### src/design/tpci_pkg.sv
// shared types, constants and helpers of the triangle cover unit
package tpci_pkg;

    localparam int PIXEL_BITS_DEF = 13;
    localparam int VIEW_BITS      = 12;
    localparam int BORDER_BITS    = 10;
    localparam int CFG_IDX_W      = 4;
    localparam int CFG_DATA_W     = 32;
    localparam int QUEUE_DEPTH    = 2;

    // register indexes of the configuration port
    localparam logic [CFG_IDX_W-1:0] CFG_MIN_X  = 4'd0;
    localparam logic [CFG_IDX_W-1:0] CFG_MAX_X  = 4'd1;
    localparam logic [CFG_IDX_W-1:0] CFG_MIN_Y  = 4'd2;
    localparam logic [CFG_IDX_W-1:0] CFG_MAX_Y  = 4'd3;
    localparam logic [CFG_IDX_W-1:0] CFG_VIEW_W = 4'd4;
    localparam logic [CFG_IDX_W-1:0] CFG_VIEW_H = 4'd5;
    localparam logic [CFG_IDX_W-1:0] CFG_BORD_L = 4'd6;
    localparam logic [CFG_IDX_W-1:0] CFG_BORD_T = 4'd7;

    localparam logic [31:0] INT32_MAX = 32'h7FFF_FFFF;
    localparam logic [31:0] INT32_MIN = 32'h8000_0000;

    typedef struct packed {
        logic [31:0]            min_x;
        logic [31:0]            max_x;
        logic [31:0]            min_y;
        logic [31:0]            max_y;
        logic [VIEW_BITS-1:0]   view_w;
        logic [VIEW_BITS-1:0]   view_h;
        logic [BORDER_BITS-1:0] border_l;
        logic [BORDER_BITS-1:0] border_t;
    } t_cfg;

    localparam t_cfg CFG_RESET = '{
        min_x:    32'd0,
        max_x:    32'd65536,
        min_y:    32'd0,
        max_y:    32'd65536,
        view_w:   12'd380,
        view_h:   12'd460,
        border_l: 10'd60,
        border_t: 10'd20
    };

    // triangle corners and corner values, all Q16.16
    typedef struct packed {
        logic [31:0] v0_x;
        logic [31:0] v0_y;
        logic [31:0] v1_x;
        logic [31:0] v1_y;
        logic [31:0] v2_x;
        logic [31:0] v2_y;
        logic [31:0] u0;
        logic [31:0] u1;
        logic [31:0] u2;
    } t_tri;

    localparam int TRI_W = $bits(t_tri);

    // exact signed difference of two 32-bit words
    function automatic logic signed [32:0] sub33(input logic [31:0] a, input logic [31:0] b);
        sub33 = $signed({a[31], a}) - $signed({b[31], b});
    endfunction

endpackage

### src/design/tpci_queue.sv
// short queue between the front and back parts
module tpci_queue
    import tpci_pkg::*;
#(
    parameter int W     = 64,
    parameter int DEPTH = QUEUE_DEPTH
) (
    input  logic         i_clk,
    input  logic         i_rst_n,
    input  logic         i_push,
    input  logic [W-1:0] i_data,
    input  logic         i_pop,
    output logic         o_empty,
    output logic         o_full,
    output logic [W-1:0] o_head
);

    localparam int PTR_W = (DEPTH > 1) ? $clog2(DEPTH) : 1;
    localparam int CNT_W = $clog2(DEPTH + 1);

    logic [W-1:0]     r_mem [0:DEPTH-1];
    logic [PTR_W-1:0] r_wr, r_rd;
    logic [CNT_W-1:0] r_cnt;
    logic             w_push, w_pop;

    assign w_push = i_push & ~o_full;
    assign w_pop  = i_pop & ~o_empty;

    // storage
    always_ff @(posedge i_clk) begin
        if (w_push) begin
            r_mem[r_wr] <= i_data;
        end
    end

    // pointers and fill count
    always_ff @(posedge i_clk) begin
        if (!i_rst_n) begin
            r_wr  <= '0;
            r_rd  <= '0;
            r_cnt <= '0;
        end else begin
            if (w_push) begin
                r_wr <= (r_wr == PTR_W'(DEPTH - 1)) ? '0 : r_wr + 1'b1;
            end
            if (w_pop) begin
                r_rd <= (r_rd == PTR_W'(DEPTH - 1)) ? '0 : r_rd + 1'b1;
            end
            r_cnt <= r_cnt + CNT_W'(w_push) - CNT_W'(w_pop);
        end
    end

    assign o_empty = (r_cnt == '0);
    assign o_full  = (r_cnt == CNT_W'(DEPTH));
    assign o_head  = r_mem[r_rd];

endmodule

### config.mk
export PLATFORM = sky130hd
export DESIGN_NAME = tpci_queue
export DESIGN_NICKNAME = d
export VERILOG_FILES = /design/src/design/tpci_pkg.sv /design/src/design/tpci_queue.sv
export SDC_FILE = /design/constraint.sdc
export NUM_CORES = 1
export LEC_CHECK = 0
export ABC_AREA = 1
export BUFFER_PORTS_ARGS = -buffer_cell sky130_fd_sc_hd__buf_2
export CELL_PAD_IN_SITES_DETAIL_PLACEMENT = 1
export CELL_PAD_IN_SITES_GLOBAL_PLACEMENT = 1
export CORE_MARGIN = 2
export CORE_UTILIZATION = 37
export CTS_CLUSTER_DIAMETER = 150
export DETAILED_ROUTE_END_ITERATION = 8
export PLACE_DENSITY_LB_ADDON = 0.05
export REMOVE_ABC_BUFFERS = 1
export SLEW_MARGIN = 15
export SYNTH_ARGS = -nofsm -noshare
export SYNTH_HDL_FRONTEND = slang
export SYNTH_SLANG_ARGS = --single-unit
### constraint.sdc
create_clock -name i_clk -period 4.8 [get_ports i_clk]
set_input_delay 0.24 -clock i_clk [delete_from_list [all_inputs] [get_ports i_clk]]
set_output_delay 0.24 -clock i_clk [all_outputs]
set_load 0.005 [all_outputs]
==> results_tabular.tex <==
\begin{tabular}{lr}
\hline
Metric & Value \\
\hline
\multicolumn{2}{l}{\textbf{Yosys}} \\
Simple logic cell fraction of the synthesized area & $\sim$1.5\% \\
Synthesized-area fraction occupied by ao, oa, aoi and oai cells & less than 1\% \\
Part of the Yosys area used for sequential elements & 76.30\% \\
Fraction of post-synthesis cell area in the top cell type by area & 74.36\% \\
Biggest area contributors in the synthesized netlist & edfxtp\_1, mux2\_4, buf\_12 \\
Largest family of logic cells by synthesized area & multiplexers \\
Number of distinct standard cells referenced by the synthesized netlist & 12 \\
Count of flip-flops with a built-in enable after synthesis & around 130 \\
Top cell type by total area after synthesis & edfxtp\_1 \\
Fraction of synthesized cell area in xor and xnor cells & 0\% \\
Cell area after technology mapping & 5169 µm² \\
Average instance area after synthesis & 21.81 µm² \\
Most frequent cells after synthesis & edfxtp\_1, mux2\_4, inv\_1, nand2\_1, nor2\_1 \\
Flop and latch count out of synthesis & 133 \\
Area share of fa/ha/maj cells after synthesis & 0.4841\% \\
Total number of yosys warnings & 0 \\
Gate count of the mapped netlist & about 240 \\
Library cell with the highest instance count after synthesis & edfxtp\_1 \\
Mux contribution to synthesized area & 18.30\% \\
Fraction of synthesis flops using an asynchronous set or reset pin & 0\% \\
Prevailing post-synth register cell & edfxtp\_1 \\
\multicolumn{2}{l}{\textbf{CTS}} \\
Register clock-pin slew on the reported worst setup and hold paths & 0.05 ns \\
Max Buffers Root-to-Sink & 2 \\
Root cell of the clock tree & clkbuf\_16 \\
Clock latency on the worst-skew pair & $\sim$0.41 ns \\
Maximum level of the CTS H-tree & 4 \\
CTS Sinks & 133 \\
Number of gates resized after CTS & 0 \\
CTS buffer count & 17 \\
Buffers inserted by post-CTS timing repair & 0 \\
TritonCTS clock tree & yes \\
\multicolumn{2}{l}{\textbf{Die}} \\
FP Rows & 43 \\
Area of the placeable core & about 14,000 µm² \\
Height of the chip & $\sim$120 µm \\
Die W & roughly 120 µm \\
Floorplan die area & 14,930 µm² \\
I/O pin count & 134 \\
Initial standard-cell utilization of the core & 37.53\% \\
\multicolumn{2}{l}{\textbf{STA}} \\
Peak clock frequency supported by timing & just under 400 MHz \\
Sum of negative setup slack & 0 ns \\
Setup slack of the critical path after layout & 2.233 ns \\
Post-layout min period & 2.567 ns \\
Fin crit share & 53.48\% \\
Worst relative slew slack & 39.70\% \\
Final hold vios & 0 \\
Total setup violations reported at the end of the flow & 0 \\
Slew @ Worst Pin & 0.9032 ns \\
RSZ-0062 raised after global routing & no \\
Clock Skews & 0.008897 ns \\
Final slew viol count & 0 \\
\multicolumn{2}{l}{\textbf{Cells and area}} \\
Final-stage net count & between 400 and 500 \\
Fillers & around 1,400 \\
Final core utilization & 49.56\% \\
Final design instance area without fill & 6827 µm² \\
Signed area change from the synthesized netlist to the final layout & 32.07\% \\
Fraction of final layout cells with drive strength greater than 1 & 54.35\% \\
\multicolumn{2}{l}{\textbf{Placed design}} \\
Final weighted congestion of routability-driven global placement & 0.6729 \\
HPWL after detailed placement & 6236 µm \\
Pre-CTS setup slack & 2.521 ns \\
Area post-placement & 5969 µm² \\
Number of buffers added on ports & around 130 \\
\multicolumn{2}{l}{\textbf{GRT}} \\
Largest net degree at the start of global routing & 40 \\
Remaining global-route overflow & 0 \\
Number of antenna violations at the first check in global routing & 0 \\
Total global-route track usage & 14.20\% \\
Wire length of the first global-routing pass & 15,150 µm \\
Via count of the first global-routing pass & 2,884 \\
\multicolumn{2}{l}{\textbf{Power}} \\
Internal power & 2.766 mW \\
Worst voltage drop across the vdd grid & 229.0 µV \\
Clock group share of total power & 35.6\% \\
Power per Cell Area & 532.6 nW/µm² \\
Static power due to leakage & approximately 2.7 nW \\
Logic gate share of total power & 21.0\% \\
Net switching fraction of the power & about a quarter \\
Post-layout total power & 3.636 mW \\
Reported net switching power & 869.7 µW \\
Share of total power in sequential cells & 43.3\% \\
\multicolumn{2}{l}{\textbf{Worst setup path}} \\
End point of the critical path & o\_head[54] \\
Critical path class & reg2out \\
Crit path launch type & flip-flop \\
Worst Path Required & 4.56 ns \\
Arrival time of the worst setup path & 2.33 ns \\
Endpoint of the worst register-to-register path & r\_mem[1][26]\$\_DFFE\_PP\_ \\
Kind of end point of the critical path & output port \\
Reg-to-reg setup timing slack & 2.57 ns \\
Largest fanout on the critical path & 38 \\
Cell count of the worst reg-to-reg path & 5 \\
Critical R2R Launch & r\_cnt[0]\$\_SDFF\_PN0\_ \\
\multicolumn{2}{l}{\textbf{Drt}} \\
Number of iterations in the first detailed-routing pass & 4 \\
Sum of routed wire length over all layers & 9824 µm \\
Post-route ant nets & 0 \\
Avg WL per Cell & 16.21 µm \\
Count of unresolved DRC violations after routing & 0 \\
Ratio of routed vias to standard cells & 4.460 \\
Initial drt markers & 117 \\
DR vias & 2,703 \\
\multicolumn{2}{l}{\textbf{Min path}} \\
Type of the most critical hold path & in2reg \\
Min-Delay Path Depth & 1 \\
\multicolumn{2}{l}{\textbf{Flow run}} \\
Max-cap violations & 0 \\
\multicolumn{2}{l}{\textbf{Run status}} \\
Result of the run & finished, final reports clean \\
\hline
\end{tabular}
## per-stage QoR
stage,instances,hold slack [ns]
2_1_floorplan,230,0.3335
3_3_place_gp,547,0.4285
3_5_place_dp,547,0.4316
4_1_cts,605,0.0009226
5_1_grt,605,0.003800
6_report,606,0.02077
## registers in the layout, summed over array words and instances (netlist names), named ones only
register  cells
r_cnt         2
r_wr          1
r_mem       128
r_rd          1
## repair_timing
item,4_1_cts,5_1_grt
endpoints found under the hold margin,52,0
hold buffers,26,0
setup endpoints to repair,0,0
## cell usage in the layout, fill, tap and decap left out
cell and count:
inv_1 8, nor2_4 1, dlygate4sd3_1 26, mux2_2 4
inv_2 1, nor2_1 7, buf_2 133, clkbuf_16 17
nand3_1 3, nand2_1 9, clkinv_2 6, dfxtp_1 4
clkbuf_1 1, clkinv_1 4, edfxtp_1 128, a21oi_1 2
diode_2 1, ha_1 2, mux2_4 60, bufinv_16 4
buf_4 4, dfxtp_4 1
## worst min path at each step
stage / start / to / slack, ns
2_1_floorplan: i_rst_n / r_cnt[0]$_SDFF_PN0_ / 0.33
3_3_place_gp: i_data[36] / r_mem[0][36]$_DFFE_PP_ / 0.43
3_5_place_dp: i_data[32] / r_mem[1][32]$_DFFE_PP_ / 0.43
4_1_cts: i_data[38] / r_mem[0][38]$_DFFE_PP_ / 0.0009
5_1_grt: i_data[38] / r_mem[1][38]$_DFFE_PP_ / 0.004
6_report: i_data[11] / r_mem[0][11]$_DFFE_PP_ / 0.02
## final cells by class
class	count	area, µm²	area share (%)
multi-input combinational	88	1067	15.63
inverter	9	33.78	0.4949
clock buffer	18	429.2	6.287
antenna	1	2.502	0.03666
timing repair buffer	163	955.9	14.00
tap	180	225.2	3.299
clock inverter	14	165.2	2.419
sequential	133	3948	57.83
## critical path, stage by stage (launching register included)
cell,delay (ns)
dfxtp_4,0.80
buf_4,0.57
mux2_2,0.40
buf_2,0.13
## logic make-up (layout without fill, tap and decap cells)
family          count (synthesis)  after routing
flops                         133            133
mux                            64             64
simple gates                   20             20
buf+inv                        16            204
fa+ha+maj                       2              2
compound gates                  2              2
other cells                     0              1
## per-layer routing
metal / vias up / global-route usage [%] / routed length (µm)
met2: 82 / 23.29 / 5009
met3: 18 / 5.852 / 626
met5: - / 0 / 0
li1: 1264 / - / -
met4: 0 / 7.399 / 196
met1: 1339 / 15.84 / 3992
## power groups by stage
stage / Clock, mW / Combinational, mW / Sequential, mW
after floorplan: 0 / 0.482 / 1.61
after global placement: 0 / 0.759 / 1.59
after detailed placement: 0 / 0.766 / 1.60
after CTS: 1.33 / 0.789 / 1.58
after global routing: 1.37 / 0.845 / 1.60
final: 1.30 / 0.764 / 1.58
No activity file was read; power rests on OpenSTA's default activity.
